### config.mk
export PLATFORM = sky130hd
export DESIGN_NAME = ppm_frame_decoder_core
export DESIGN_NICKNAME = d
export VERILOG_FILES = /design/src/rtl/ppmfd_pkg.sv /design/src/rtl/ppmfd_width_store.sv /design/src/rtl/ppm_frame_decoder_core.sv
export SDC_FILE = /design/constraint.sdc
export NUM_CORES = 1
export LEC_CHECK = 0
export ABC_AREA = 0
export BUFFER_PORTS_ARGS = -buffer_cell sky130_fd_sc_hd__buf_2
export CAP_MARGIN = 20
export CORE_MARGIN = 1
export CORE_UTILIZATION = 60
export DETAILED_ROUTE_END_ITERATION = 7
export HOLD_SLACK_MARGIN = 0.1
export PLACE_DENSITY = 0.77
export SLEW_MARGIN = 10
export SYNTH_ARGS = -nofsm -noshare
export SYNTH_HDL_FRONTEND = slang
export SYNTH_HIERARCHICAL = 1
export SYNTH_SLANG_ARGS = --single-unit
### constraint.sdc
create_clock -name clk -period 7.8 [get_ports clk]
set_input_delay 0 -clock clk [delete_from_list [all_inputs] [get_ports clk]]
set_output_delay 0 -clock clk [all_outputs]
set_load 0.05 [all_outputs]
### src/rtl/ppmfd_pkg.sv
// Shared types and constants for the PPM frame decoder.
// Holds the item/result payload structs and the control bundle for the width store.
// No dependencies.
package ppmfd_pkg;

	localparam int MAX_CHANNELS_DEF = 16;
	localparam int TIMER_BITS_DEF   = 32;
	localparam int TICKS_PER_US_DEF = 72;

	localparam int THR_W      = 16;
	localparam int RD_IDX_W   = 4;
	localparam int WIDTH_W    = 16;
	localparam int COUNT_W    = 5;

	localparam logic [THR_W-1:0] SYNC_RESET_US = 16'd3000;

	localparam logic KIND_CAPTURE = 1'b0;
	localparam logic KIND_READ    = 1'b1;

	typedef struct packed {
		logic                kind;
		logic [31:0]         capture_time;
		logic [RD_IDX_W-1:0] read_index;
	} item_t;

	typedef struct packed {
		logic [WIDTH_W-1:0] pulse_width_us;
		logic [COUNT_W-1:0] channels_in_frame;
		logic               index_valid;
	} result_t;

	typedef struct packed {
		logic wr_en;
		logic rd_en;
		logic rd_zero;
	} store_ctrl_t;

endpackage

### src/rtl/ppmfd_width_store.sv
// Channel width store: converts a tick gap to microseconds and keeps one width per slot.
// Division by the tick rate is a reciprocal multiply; read data is registered.
// Depends on ppmfd_pkg.
module ppmfd_width_store #(
	parameter int DEPTH        = ppmfd_pkg::MAX_CHANNELS_DEF,
	parameter int GAP_W        = 24,
	parameter int TICKS_PER_US = ppmfd_pkg::TICKS_PER_US_DEF
) (
	input  logic                          clk,
	input  ppmfd_pkg::store_ctrl_t        ctrl,
	input  logic [$clog2(DEPTH)-1:0]      wr_slot,
	input  logic [GAP_W-1:0]              wr_gap,
	input  logic [$clog2(DEPTH)-1:0]      rd_addr,
	output logic [ppmfd_pkg::WIDTH_W-1:0] rd_data
);
	import ppmfd_pkg::*;

	localparam int LOG_T  = $clog2(TICKS_PER_US);
	localparam int SHIFT  = GAP_W + LOG_T;
	localparam int M_W    = GAP_W + 2;
	localparam int PROD_W = GAP_W + M_W;
	// ceil(2^SHIFT / TICKS_PER_US): exact floor division for any GAP_W-bit gap
	localparam logic [63:0] RECIP_FULL =
		((64'd1 << SHIFT) + 64'(TICKS_PER_US) - 64'd1) / 64'(TICKS_PER_US);
	localparam logic [M_W-1:0] RECIP = RECIP_FULL[M_W-1:0];

	logic [WIDTH_W-1:0] mem [DEPTH];
	logic [PROD_W-1:0]  prod;
	logic [PROD_W-1:0]  quot_full;
	logic [WIDTH_W-1:0] width_us;
	logic [WIDTH_W-1:0] rd_data_q;

	assign prod      = PROD_W'(wr_gap) * PROD_W'(RECIP);
	assign quot_full = prod >> SHIFT;
	assign width_us  = quot_full[WIDTH_W-1:0];

	always_ff @(posedge clk) begin
		if (ctrl.wr_en) begin
			mem[wr_slot] <= width_us;
		end
	end

	// hold read data while the result register is stalled
	always_ff @(posedge clk) begin
		if (ctrl.rd_en) begin
			rd_data_q <= ctrl.rd_zero ? '0 : mem[rd_addr];
		end
	end

	assign rd_data = rd_data_q;

endmodule

### src/rtl/ppm_frame_decoder_core.sv
// Top level of the PPM frame decoder: capture bookkeeping, pipeline control, result register.
// Depends on ppmfd_pkg and ppmfd_width_store.
//
// The decoder takes one item per clock while item_stall is low. A capture item measures the
// gap to the previous capture (modulo the timer width) and either marks a frame sync or
// stores the gap in microseconds in the next channel slot; it gives no result. A read item
// returns one slot's width, the channel count of the last complete frame and a flag that the
// index lies below that count; the read passes the input register, then the result register.
// Between the two sits one reciprocal multiply (gap times ceil(2^k / TICKS_PER_US)), which
// sets the cycle's critical path; the sync limit is precomputed when the threshold is written.
// Writes to the threshold register are accepted in every cycle.
module ppm_frame_decoder_core #(
	parameter int MAX_CHANNELS = ppmfd_pkg::MAX_CHANNELS_DEF,
	parameter int TIMER_BITS   = ppmfd_pkg::TIMER_BITS_DEF,
	parameter int TICKS_PER_US = ppmfd_pkg::TICKS_PER_US_DEF
) (
	input  logic                        clk,
	input  logic                        arst_n,
	input  logic                        item_valid,
	output logic                        item_stall,
	input  ppmfd_pkg::item_t            item,
	output logic                        result_valid,
	input  logic                        result_stall,
	output ppmfd_pkg::result_t          result,
	input  logic                        cfg_valid,
	output logic                        cfg_ready,
	input  logic [ppmfd_pkg::THR_W-1:0] cfg_data
);
	import ppmfd_pkg::*;

	localparam int TICK_W    = $clog2(TICKS_PER_US + 1);
	localparam int LIMIT_W   = THR_W + TICK_W;
	localparam int CMP_W     = (TIMER_BITS > LIMIT_W) ? TIMER_BITS : LIMIT_W;
	localparam int GAP_W     = (TIMER_BITS < LIMIT_W) ? TIMER_BITS : LIMIT_W;
	localparam int IDX_W     = $clog2(MAX_CHANNELS + 1);
	localparam int SLOT_W    = $clog2(MAX_CHANNELS);
	localparam int RIX_W     = ((SLOT_W > RD_IDX_W) ? SLOT_W : RD_IDX_W) + 1;
	localparam int CNT_CMP_W = (IDX_W > COUNT_W) ? IDX_W : COUNT_W;
	localparam logic [CNT_CMP_W-1:0] COUNT_MAX = CNT_CMP_W'((1 << COUNT_W) - 1);
	localparam logic [LIMIT_W-1:0] LIMIT_RESET =
		LIMIT_W'(SYNC_RESET_US) * LIMIT_W'(TICKS_PER_US);

	logic [LIMIT_W-1:0]    limit_q;
	logic [TIMER_BITS-1:0] prev_q;
	logic [IDX_W-1:0]      chan_idx_q;
	logic [IDX_W-1:0]      frame_cnt_q;

	logic [TIMER_BITS-1:0] now;
	logic [TIMER_BITS-1:0] gap;
	logic                  is_sync;
	logic [SLOT_W-1:0]     slot;
	logic [RIX_W-1:0]      rix;
	logic                  in_range;
	logic                  idx_ok;
	logic [CNT_CMP_W-1:0]  cnt_x;
	logic [COUNT_W-1:0]    cnt_sat;
	logic                  accept;

	logic                  valid_s1;
	logic                  kind_s1;
	logic                  store_s1;
	logic [GAP_W-1:0]      gap_s1;
	logic [SLOT_W-1:0]     slot_s1;
	logic [SLOT_W-1:0]     raddr_s1;
	logic                  in_range_s1;
	logic [COUNT_W-1:0]    cnt_s1;
	logic                  iv_s1;

	logic                  valid_s2;
	logic [COUNT_W-1:0]    cnt_s2;
	logic                  iv_s2;
	logic [WIDTH_W-1:0]    width_s2;

	logic                  out_free;
	logic                  go_s1;
	store_ctrl_t           store_ctrl;

	// configuration: limit in ticks is computed once per write
	assign cfg_ready = 1'b1;

	always_ff @(posedge clk or negedge arst_n) begin
		if (!arst_n) begin
			limit_q <= LIMIT_RESET;
		end else if (cfg_valid && cfg_ready) begin
			limit_q <= LIMIT_W'(cfg_data) * LIMIT_W'(TICKS_PER_US);
		end
	end

	// handshake and pipeline flow; captures leave stage 1 without waiting on the result side
	assign out_free   = !valid_s2 || !result_stall;
	assign go_s1      = valid_s1 && ((kind_s1 == KIND_CAPTURE) || out_free);
	assign item_stall = valid_s1 && !go_s1;
	assign accept     = item_valid && !item_stall;

	// capture decode
	assign now     = item.capture_time[TIMER_BITS-1:0];
	assign gap     = now - prev_q;
	assign is_sync = CMP_W'(gap) > CMP_W'(limit_q);
	assign slot    = (chan_idx_q == IDX_W'(MAX_CHANNELS)) ? '0 : chan_idx_q[SLOT_W-1:0];

	// read decode against the count as it stands at acceptance
	assign rix      = RIX_W'(item.read_index);
	assign in_range = rix < RIX_W'(MAX_CHANNELS);
	assign idx_ok   = in_range && (rix < RIX_W'(frame_cnt_q));
	assign cnt_x    = CNT_CMP_W'(frame_cnt_q);
	assign cnt_sat  = (cnt_x > COUNT_MAX) ? COUNT_MAX[COUNT_W-1:0] : cnt_x[COUNT_W-1:0];

	always_ff @(posedge clk or negedge arst_n) begin
		if (!arst_n) begin
			prev_q      <= '0;
			chan_idx_q  <= '0;
			frame_cnt_q <= '0;
		end else if (accept && (item.kind == KIND_CAPTURE)) begin
			prev_q <= now;
			if (is_sync) begin
				frame_cnt_q <= chan_idx_q;
				chan_idx_q  <= '0;
			end else if (chan_idx_q != IDX_W'(MAX_CHANNELS)) begin
				chan_idx_q <= chan_idx_q + IDX_W'(1);
			end
		end
	end

	always_ff @(posedge clk or negedge arst_n) begin
		if (!arst_n) begin
			valid_s1 <= 1'b0;
		end else if (accept) begin
			valid_s1 <= 1'b1;
		end else if (go_s1) begin
			valid_s1 <= 1'b0;
		end
	end

	always_ff @(posedge clk) begin
		if (accept) begin
			kind_s1     <= item.kind;
			store_s1    <= (item.kind == KIND_CAPTURE) && !is_sync;
			gap_s1      <= gap[GAP_W-1:0];
			slot_s1     <= slot;
			raddr_s1    <= rix[SLOT_W-1:0];
			in_range_s1 <= in_range;
			cnt_s1      <= cnt_sat;
			iv_s1       <= idx_ok;
		end
	end

	assign store_ctrl.wr_en   = go_s1 && store_s1;
	assign store_ctrl.rd_en   = go_s1 && (kind_s1 == KIND_READ);
	assign store_ctrl.rd_zero = !in_range_s1;

	ppmfd_width_store #(
		.DEPTH        (MAX_CHANNELS),
		.GAP_W        (GAP_W),
		.TICKS_PER_US (TICKS_PER_US)
	) u_store (
		.clk     (clk),
		.ctrl    (store_ctrl),
		.wr_slot (slot_s1),
		.wr_gap  (gap_s1),
		.rd_addr (raddr_s1),
		.rd_data (width_s2)
	);

	// result register: load a read transaction, drop it once taken
	always_ff @(posedge clk or negedge arst_n) begin
		if (!arst_n) begin
			valid_s2 <= 1'b0;
		end else if (store_ctrl.rd_en) begin
			valid_s2 <= 1'b1;
		end else if (out_free) begin
			valid_s2 <= 1'b0;
		end
	end

	always_ff @(posedge clk) begin
		if (store_ctrl.rd_en) begin
			cnt_s2 <= cnt_s1;
			iv_s2  <= iv_s1;
		end
	end

	assign result_valid             = valid_s2;
	assign result.pulse_width_us    = width_s2;
	assign result.channels_in_frame = cnt_s2;
	assign result.index_valid       = iv_s2;

endmodule
# Yosys cells after proc, flatten, opt, wreduce, memory -nomap -nowiden

Memory sizes are Yosys's and may differ from the RTL's. A register that Yosys moved wholly into a read port is not among the register bits.
Index checks and enable logic that the tools add are counted.

Add/subtract/negate cells: 2
$mul: 2
Order comparisons: 4
Equality and inequality tests: 2
Muxes and demuxes: 8
Bitwise logic cells: 2
Reduce and logical (&&, ||, !) cells: 21

Operators with widths:

| operator                                                              | count |
|---|---|
| 23-bit by 24-bit multiplier with 46-bit output, second input constant | 1 |
| 32-bit by 23-bit > comparator with 1-bit output                       | 1 |
| 32-bit subtractor                                                     | 1 |
| 16-bit by 4-bit multiplier with 20-bit output, second input constant  | 1 |
| 5-bit two-way mux                                                     | 2 |
| 1-bit logical AND                                                     | 8 |
| 1-bit logical NOT                                                     | 6 |
| 1-bit two-way mux                                                     | 6 |
| 2-bit nonzero test                                                    | 3 |
| 5-bit by 1-bit adder with 5-bit output, second input constant         | 1 |
| 5-bit equality test, second input constant                            | 1 |
| 5-bit > comparator, second input constant                             | 1 |
| 4-bit by 5-bit < comparator with 1-bit output                         | 1 |
| 4-bit by 5-bit < comparator with 1-bit output, second input constant  | 1 |
| 5-bit != test, second input constant                                  | 1 |
| 2-bit AND reduction                                                   | 2 |
| 1-bit logical OR                                                      | 2 |
| 1-bit inverter                                                        | 2 |

Register bits: 110
RAM bits: 256
Bits of input ports: 58
Output and inout port bits: 25
Word-level logic and storage cells: 58
Memories kept: 1

Memories:

| memory      | depth | width | read ports | clocked after Yosys merged registers in | wr ports | line                    | source |
|---|---|---|---|---|---|---|---|
| u_store.mem | 16    | 16    | 1          | 1                                       | 1        | ppmfd_width_store.sv:27 | `logic [WIDTH_W-1:0] mem [DEPTH];` |

# Longest topological paths before layout

Gate-level depths: netlist of the first run.

Word-level depth: 10
Mapped depth: 23
Depth with buffers taken out: 23

# Hierarchy

The synthesis of the first run kept the hierarchy.

By module, submodules not included:

| module                 | instances | cells an instance | area each (sq um) | seq. area each (sq um) |
|---|---|---|---|---|
| ppmfd_width_store      | 1         | 1,265             | 18,151.2          | 8,167.8 |
| ppm_frame_decoder_core | 1         | 751               | 7,110.6           | 2,962.8 |

# Least setup slack after synthesis of the first run

OpenSTA, ideal clock, no wires.

Kind: register -> register
From: register gap_s1[21]
To: memory u_store.mem[0][7] (data pin)
Setup time: 289 ps
Arrival time: 6,224 ps
Slack: 1,287 ps
Cell stages (with the launch flop): 20
Clock period less this slack: 6,513 ps
Path through: edfxtp_1 fa_1 fa_1 inv_1 fa_1 fa_1 inv_1 fa_1 fa_1 inv_1 fa_1 inv_1 ha_1 nand2_1 nor2_1 a211oi_2 nand3_1 a211o_1 a41o_1 xor2_1

Cells in the longest elaborated chain, start to end: 1

RTL lines:

| item                                           | line                          | source |
|---|---|---|
| start: declaration                             | ppm_frame_decoder_core.sv:62  | `logic [GAP_W-1:0] gap_s1;` |
| start signal: assignment                       | ppm_frame_decoder_core.sv:138 | `gap_s1 <= gap[GAP_W-1:0];` |
| 23-bit by 24-bit multiplier with 46-bit output | ppmfd_width_store.sv:33       | `assign prod = PROD_W'(wr_gap) * PROD_W'(RECIP);` |
| named net u_store.prod[37]                     | ppmfd_width_store.sv:28       | `logic [PROD_W-1:0] prod;` |
| end: declaration                               | ppmfd_width_store.sv:27       |  |

The timed path passes the listed nets, and every way through them passes these cells.

# Worst setup path in the final report of the first run

From: register gap_s1[2]
To: memory u_store.mem[11][14] (data pin)

The elaborated chain is that of the path after synthesis.

==> results_dict.tcl, run 1 <==
set metrics [dict create \
    grt_usage 0.2785 \
    wl_met1_um 23360 \
    finalWeightedCongestion 0.9471 \
    synth_top_family_by_area "adder cells" \
    initial_utilization 0.6131 \
    critPathRequiredTime_ns 8.00 \
    finalMaxSlewViolations 0 \
    totalWireLength_um 58730 \
    die_y_um 207.2 \
    min_period_ns 7.378 \
    antenna_left 0 \
    worstSkewPairLatency_ns 0.58 \
    wl_met3_um 3000 \
    period_share 0.9459 \
    min_path_cells 6 \
    dp.cells 2611 \
    antenna_cells 0 \
    async_flop_share 0.1680 \
    grt_max_degree 65 \
    setup_tns_ns 0 \
    ys_top_cells_by_area "edfxtp_1 38%, ha_1 14%, fa_1 12%, mux4_2 7.1%, dfrtp_1 5.5%" \
    final-setup-viol-count 0 \
    crit_path_max_incr_delay_ns 0.84 \
    dr_wl_met2_um 30630 \
    cp_max_fo 16 \
    antenna_found_initial 0 \
    fmax_mhz 135.5 \
    skew_ns 0.02887 \
    die_w_um 207.2 \
    drcViolationCount 0 \
    syn_area_um2 25260 \
    row_count 74 \
    status "finished, final reports clean" \
    synth_seq_cells 381 \
    final_nets 2737 \
    finish.utilization 0.7041 \
    synth_warnings 6 \
    synth-compound-area-share 0.08440 \
    synth-seq-area-share 0.4406 \
    stdcell_count 2816 \
    r2r_cells 19 \
    endpoint_kind "register" \
    area_growth_pct 14.84 \
    synthMuxAreaShare 0.07519 \
    holdCritPathClass "in -> reg" \
    die_area_um2 42930 \
    ys.flop_type "edfxtp_1" \
    timing.rr.start "gap_s1[2]" \
    netlist_instances 2016 \
    synth-xor-area-share 0.01699 \
    root_buffer "clkbuf_16" \
    cpMostUsedCell "fa_1" \
    rsz0062_at_grt "no" \
    min_from "cfg_data[8]" \
    cts_buffers 41 \
    path_cells "fa_1 -> ha_1 -> inv_1 -> fa_1 -> inv_1 -> fa_1 -> fa_1 -> fa_1 -> inv_1 -> fa_1 -> inv_1 -> ha_1 -> nand4_1 -> nor4_1 -> nand2_1 -> o21ai_0 -> nand3_1 -> nand3_1 -> xor2_1" \
    synthSimpleGateAreaFrac 0.06429 \
    r2r_setup_slack_ns 0.42 \
    synth-edff-count 317 \
    cts_tree "built" \
    worst_pin_slew_ns 1.094 \
    synth_area_per_cell_um2 12.53 \
    drv_cap 0 \
    worst-setup-path-type "reg -> reg" \
    cp-start-kind "register" \
    vias 16530 \
    cp_slowest_cell "xor2_1" \
    wl_per_cell_um 20.85 \
    drt-initial-drc-count 1316 \
    top_layer_used "met4" \
    arrival_ns 7.58 \
    drt-pass1-iter-count 8 \
    min_to "limit_q[14]" \
    rr_endpoint "u_store/mem[11][14]" \
    clock-sinks 381 \
    yosys.area.top_type "edfxtp_1" \
    htreeDepth 2 \
    via_per_inst 5.869 \
    synthDistinctLibCells 87 \
    grt-ovfl-total 0 \
    portBuffers 81 \
    coreArea_um2 41200 \
    synth-adder-area-share 0.2564 \
    clkTransAtPathRegs_ns 0.06 \
    slew_headroom 0.2681 \
    io_pins 83 \
    hold_violations 0 \
    grt_pass1_vias 17250 \
    grt_pass1_wl_um 92330 \
    cts_resized 0 \
    cts_buffer_depth 3 \
    drive_gt1_frac 0.1327 \
    synth_top_area_share 0.3768 \
    dp_hpwl_um 40450 \
    synthTopCellsByCount "351 x inv_1, 317 x edfxtp_1, 276 x ha_1" \
    synth_most_common_cell "inv_1" \
]
## cell families after synthesis
kind of cell | after synthesis
xor+xnor | 49
other cells | 2
fa+ha+maj | 427
flops | 381
simple gates | 334
compound gates | 328
buf+inv | 406
mux | 89
## worst max-delay path: cells and delay by family, from the launching register on
kind / cells / cell delay [ns]
XOR/XNOR: 1 / 0.84
flip-flops: 1 / 0.48
adder cells (fa/ha/maj): 8 / 3.82
AND/OR/NAND/NOR: 5 / 1.27
AO/OA/AOI/OAI: 1 / 0.32
buffers and inverters: 4 / 0.27
## worst max path at each step
stage | start | to | slack (ns) | cells after the start
final | gap_s1[2] | u_store/mem[11][14] | 0.42 | 19
after global routing | gap_s1[2] | u_store/mem[11][14] | 0.09 | 19
after global placement | gap_s1[21] | u_store/mem[0][7] | 0.70 | 19
after floorplan | gap_s1[21] | u_store/mem[0][7] | 1.29 | 19
after detailed placement | gap_s1[20] | u_store/mem[1][7] | 0.50 | 19
after CTS | gap_s1[20] | u_store/mem[11][7] | 0.51 | 19
## what timing repair did
item	4_1_cts	5_1_grt
hold endpoints to repair	158	0
setup buffers	0	0
hold buffers	129	0
## final cells by class
class / count / area (um^2)
multi-input combinational: 1235 / 12630
timing repair buffer: 242 / 1949
inverter: 351 / 1318
sequential: 381 / 11130
clock buffer: 47 / 1070
tap: 532 / 665.6
fill: 2696 / 12190
clock inverter: 28 / 247.7
## placed cells by master, fill, tap and decap left out, drive strengths merged, types with 8 or more instances in the layout
master / count
dfrtp: 56
inv: 353
a21oi: 89
buf: 113
nand2b: 8
ha: 276
conb: 8
nand2: 122
a21o: 46
xnor2: 29
nor3: 22
o21a: 10
a211oi: 12
o21bai: 10
a31oi: 8
fa: 151
nand3: 30
dfstp: 8
or2: 12
nor2b: 23
mux4: 80
edfxtp: 317
nand4: 18
xor2: 20
o21ai: 94
nor2: 61
dlygate4sd3: 129
clkinv: 21
clkbuf: 47
## metal layers
metal / global-route usage / vias to the layer above
met1: 0.3455 / 8276
met3: 0.03639 / 113
met5: 0 / -
met4: 0.09084 / 0
met2: 0.5043 / 552
li1: - / 7587
## through the flow
stage | hold slack, ns | setup WS (ns) | area [um^2]
floorplan | -0.2956 | 1.287 | 25280
global placement | 0.2028 | 0.7005 | 26370
detailed placement | 0.2066 | 0.5045 | 26370
CTS | 0.1138 | 0.5105 | 28980
global route | 0.1798 | 0.09350 | 29010
finish | 0.1413 | 0.4222 | 29010
## sequential cells by signal (all words and copies together), names as in the netlist, 4 cells and up
register,flops
u_store/mem,256
prev_q,32
gap_s1,23
limit_q,20
u_store/rd_data,16
chan_idx_q,5
cnt_s1,5
cnt_s2,5
cnt_x,5
raddr_s1,4
slot_s1,4
Power of run 1 is left out: the tool's default activity adds up to more than one toggle a clock period on the data nets, which glitch-free logic cannot reach.
==> run 2, diff against run 1 <==
Settings changed: PLACE_DENSITY 0.77 to not set, PLACE_DENSITY_LB_ADDON set to 0.08.
==> run 2 against run 1 <==
First-iteration DRC count decreased by 11%. Register-to-register slack got worse by 0.05 ns. Non-clock buffer count decreased by 56. Via count decreased by 4.0%. Wire length decreased by 4.7%. Clock skew decreased by 0.0095 ns. Die area unchanged. Count of clock-buffer cells in the layout increased by 1. Core utilization decreased by 1.3 points. Highest routed layer unchanged.
==> results_dict.tcl, run 2 (synthesized netlist as in run 1, its figures left out) <==
set metrics [dict create \
    antenna_left 0 \
    worst-setup-path-type "reg -> reg" \
    critPathBufInv 4 \
    cts_tree "built" \
    io_pins 83 \
    finalWeightedCongestion 0.9414 \
    cp_max_fo 16 \
    cpLargestDelayFamily "adder cells" \
    drcViolationCount 0 \
    largest_register_ffs 256 \
    reg_top3 "u_store/mem x256, prev_q x32, gap_s1 x23" \
    holdCritPathClass "in -> async" \
    drive_gt1_frac 0.1346 \
    die_area_um2 42930 \
    clock-sinks 381 \
    cp_slowest_cell "xor2_1" \
    period_share 0.9520 \
    die_w_um 207.2 \
    cts_resized 0 \
    skew_ns 0.01939 \
    min_period_ns 7.425 \
    totalWireLength_um 55960 \
    regMostFlops "u_store/mem" \
    die_y_um 207.2 \
    cts_setup_buffers 0 \
    antenna_cells 0 \
    drt-pass1-iter-count 5 \
    holdWs_ns 0.1608 \
    vias 15860 \
    row_count 74 \
    finish.utilization 0.6910 \
    final_nets 2681 \
    fmax_mhz 134.7 \
    clkTransAtPathRegs_ns 0.07 \
    slew_headroom 0.2049 \
    multiInputGateArea_um2 12630 \
    grt_max_degree 65 \
    portBuffers 81 \
    htreeDepth 2 \
    fillers 2886 \
    grt_pass1_vias 16390 \
    wl_per_cell_um 20.27 \
    final_common_cell "inv_1" \
    cp-start-kind "register" \
    via_per_inst 5.747 \
    hold_buffers 75 \
    layout.area.seq_um2 11130 \
    worst_pin_slew_ns 1.189 \
    grt_usage 0.2671 \
    rsz0062_at_grt "no" \
    area_growth_pct 12.71 \
    drt-initial-drc-count 1167 \
    initial_utilization 0.6131 \
    finalMaxSlewViolations 0 \
    critPathRequiredTime_ns 8.00 \
    final_cell_mix "351 x inv_1, 317 x edfxtp_1, 276 x ha_1, 151 x fa_1, 122 x nand2_1" \
    final_area_um2 28470 \
    dpl-instance-area_um2 26360 \
    setup_tns_ns 0 \
    grt-ovfl-total 0 \
    dp_hpwl_um 41300 \
    drv_cap 0 \
    crit_path_max_incr_delay_ns 0.93 \
    status "finished, final reports clean" \
    r2r_setup_slack_ns 0.37 \
    cpMostUsedCell "fa_1" \
    endpoint_kind "register" \
    worstSkewPairLatency_ns 0.57 \
    final-setup-viol-count 0 \
    r2r_cells 19 \
    rr_endpoint "u_store/mem[11][9]" \
    cts_buffer_depth 3 \
    root_buffer "clkbuf_16" \
    cts_buffers 41 \
    timing.rr.start "gap_s1[20]" \
    antenna_found_initial 0 \
    grt_pass1_wl_um 88510 \
    arrival_ns 7.62 \
    path_cells "fa_1 -> fa_1 -> inv_1 -> fa_1 -> fa_1 -> inv_1 -> fa_1 -> fa_1 -> inv_1 -> fa_1 -> inv_1 -> ha_1 -> nand2_1 -> nor2_1 -> a211oi_2 -> nand3_1 -> a21oi_1 -> o31ai_2 -> xor2_1" \
    coreArea_um2 41200 \
    hold_violations 0 \
]
run 2: worst max path at each step:
stage                         endpoint  depth (start not counted)        from
global placement     u_store/mem[2][7]                         19  gap_s1[21]
global route        u_store/mem[8][13]                         19  gap_s1[21]
floorplan            u_store/mem[0][7]                         19  gap_s1[21]
CTS                 u_store/mem[14][7]                         19  gap_s1[21]
finish              u_store/mem[11][9]                         19  gap_s1[20]
detailed placement   u_store/mem[2][7]                         19  gap_s1[20]
run 2: tightest hold or removal path: cells and delay by family:
kind     cells  cell delay (ns)
buf+inv      3             1.27
run 2: final cells by class:
class                      instances  area share
sequential                       381      0.3909
inverter                         351     0.04627
clock buffer                      48     0.03696
timing repair buffer             186     0.04851
clock inverter                    27     0.01037
tap                              532     0.02338
multi-input combinational       1235      0.4436
run 2: per-stage QoR:
stage / setup slack [ns] / std cells
final: 0.3747 / 2760
after global routing: 0.002107 / 2760
after CTS: 0.3518 / 2759
after detailed placement: 0.3868 / 2609
after global placement: 0.5644 / 2608
after floorplan: 1.287 / 2022
run 2: metal layers:
metal	track usage	vias to the layer above	wire, um
li1	-	7471	-
met1	0.3508	7904	23650
met2	0.4616	385	28350
met3	0.03320	103	2279
met4	0.09187	0	1673
met5	0	-	0
Power of run 2 is left out for the same reason.
==> run 3, diff against run 2 <==
Settings changed: SETUP_SLACK_MARGIN set to 0.5.
==> run 3 against run 2 <==
First-iteration DRC count fell by 12%. Flip-flop and latch count unchanged. Worst setup slack improved by 0.48 ns. Sequential share of layout area fell by 0.21 points. Via count about the same. Maximum frequency is 6.9% higher. Critical path depth stayed put. Register-to-register slack gained 0.48 ns. Clock skew barely moved. Hold slack got worse by 0.00095 ns. Count of clock-buffer cells in the layout did not move. Highest routed layer unchanged.
==> results_dict.tcl, run 3 (synthesized netlist as in run 1, its figures left out) <==
set metrics [dict create \
    status "finished, final reports clean" \
    dp.cells 2609 \
    io_pins 83 \
    cpMostUsedCell "fa_1" \
    die_y_um 207.2 \
    multiInputGateArea_um2 12720 \
    skew_ns 0.01966 \
    final_area_um2 28630 \
    critPathRequiredTime_ns 8.08 \
    grt_pass1_wl_um 88580 \
    dp_hpwl_um 41300 \
    setup_tns_ns 0 \
    cp-start-kind "register" \
    final-setup-viol-count 0 \
    drcViolationCount 0 \
    timing.rr.start "gap_s1[2]" \
    grt_max_degree 65 \
    worstSkewPairLatency_ns 0.57 \
    path_cells "fa_1 -> ha_1 -> inv_1 -> fa_1 -> inv_1 -> fa_1 -> fa_1 -> fa_1 -> inv_1 -> fa_1 -> inv_1 -> ha_1 -> nand4_1 -> nor4_1 -> nand2_1 -> o21ai_0 -> a21o_1 -> nor4_1 -> a311oi_4" \
    finalMaxSlewViolations 0 \
    final_nets 2684 \
    root_buffer "clkbuf_16" \
    arrival_ns 7.23 \
    drive_gt1_frac 0.1390 \
    worst-setup-path-type "reg -> reg" \
    holdCritPathClass "in -> async" \
    grt_pass1_vias 16380 \
    vias 15860 \
    regMostFlops "u_store/mem" \
    grt-ovfl-total 0 \
    period_share 0.8909 \
    r2r_cells 19 \
    cts_buffer_depth 3 \
    layout.area.seq_um2 11130 \
    row_count 74 \
    min_period_ns 6.949 \
    htreeDepth 2 \
    rr_endpoint "u_store/mem[14][10]" \
    crit_path_max_incr_delay_ns 0.58 \
    wl_per_cell_um 20.23 \
    reg_top3 "u_store/mem x256, prev_q x32, gap_s1 x23" \
    stdcell_count 2763 \
    die_w_um 207.2 \
    drt-pass1-iter-count 5 \
    drv_cap 0 \
    fillers 2863 \
    totalWireLength_um 55900 \
    area_growth_pct 13.32 \
    antenna_left 0 \
    dpl-instance-area_um2 26360 \
    clock-sinks 381 \
    largest_register_ffs 256 \
    via_per_inst 5.739 \
    cp_slowest_cell "fa_1" \
    cp_max_fo 16 \
    final_cell_mix "351 x inv_1, 317 x edfxtp_1, 276 x ha_1, 151 x fa_1, 122 x nand2_1" \
    worst_pin_slew_ns 0.9917 \
    grt_usage 0.2673 \
    slew_headroom 0.3389 \
    coreArea_um2 41200 \
    endpoint_kind "register" \
    finalWeightedCongestion 0.9414 \
    antenna_found_initial 0 \
    rsz0062_at_grt "no" \
    antenna_cells 0 \
    portBuffers 81 \
    fmax_mhz 143.9 \
    clkTransAtPathRegs_ns 0.07 \
    r2r_setup_slack_ns 0.85 \
    die_area_um2 42930 \
    drt-initial-drc-count 1027 \
    cts_buffers 41 \
    initial_utilization 0.6131 \
    final_common_cell "inv_1" \
    cts_tree "built" \
    hold_violations 0 \
]
==> run 3: how the worst max path moves through the flow <==
stage | from | endpoint | slack, ns
detailed placement | gap_s1[20] | u_store/mem[2][7] | 0.39
global route | gap_s1[2] | u_store/mem[7][6] | 0.53
floorplan | gap_s1[21] | u_store/mem[0][7] | 1.29
finish | gap_s1[2] | u_store/mem[14][10] | 0.85
global placement | gap_s1[21] | u_store/mem[2][7] | 0.56
CTS | gap_s1[21] | u_store/mem[1][12] | 0.50
==> run 3: repair_timing <==
action,CTS,global route
hold buffers,75,0
resized for setup,4,7
hold endpoints to repair,157,0
gates cloned,0,0
setup buffers,0,4
setup endpoints to repair,64,160
pin swaps,0,5
==> run 3: layer usage <==
metal / GRT usage / routed length, um
met5: 0 / 0
met4: 0.09032 / 1751
met3: 0.03305 / 2299
met2: 0.4621 / 28330
met1: 0.3517 / 23510
==> run 3: critical path, delay by kind of cell (launching register included) <==
family | cells | cell delay (ns)
simple gates | 4 | 0.94
fa+ha+maj | 8 | 3.85
buf+inv | 4 | 0.26
flops | 1 | 0.48
compound gates | 3 | 1.13
==> run 3: final cells by class <==
class | instances | share of cell area
multi-input combinational | 1235 | 0.4445
sequential | 381 | 0.3888
timing repair buffer | 189 | 0.05035
inverter | 351 | 0.04602
clock buffer | 48 | 0.03676
tap | 532 | 0.02325
clock inverter | 27 | 0.01032
==> run 3: through the flow <==
step,hold WS [ns],util,setup WS [ns]
4_1_cts,0.1596,0.6914,0.5035
6_report,0.1598,0.6948,0.8509
5_1_grt,0.1759,0.6948,0.5327
3_3_place_gp,0.2037,0.6396,0.5644
3_5_place_dp,0.2043,0.6398,0.3868
2_1_floorplan,-0.2956,-,1.287
Power of run 3 is left out for the same reason.
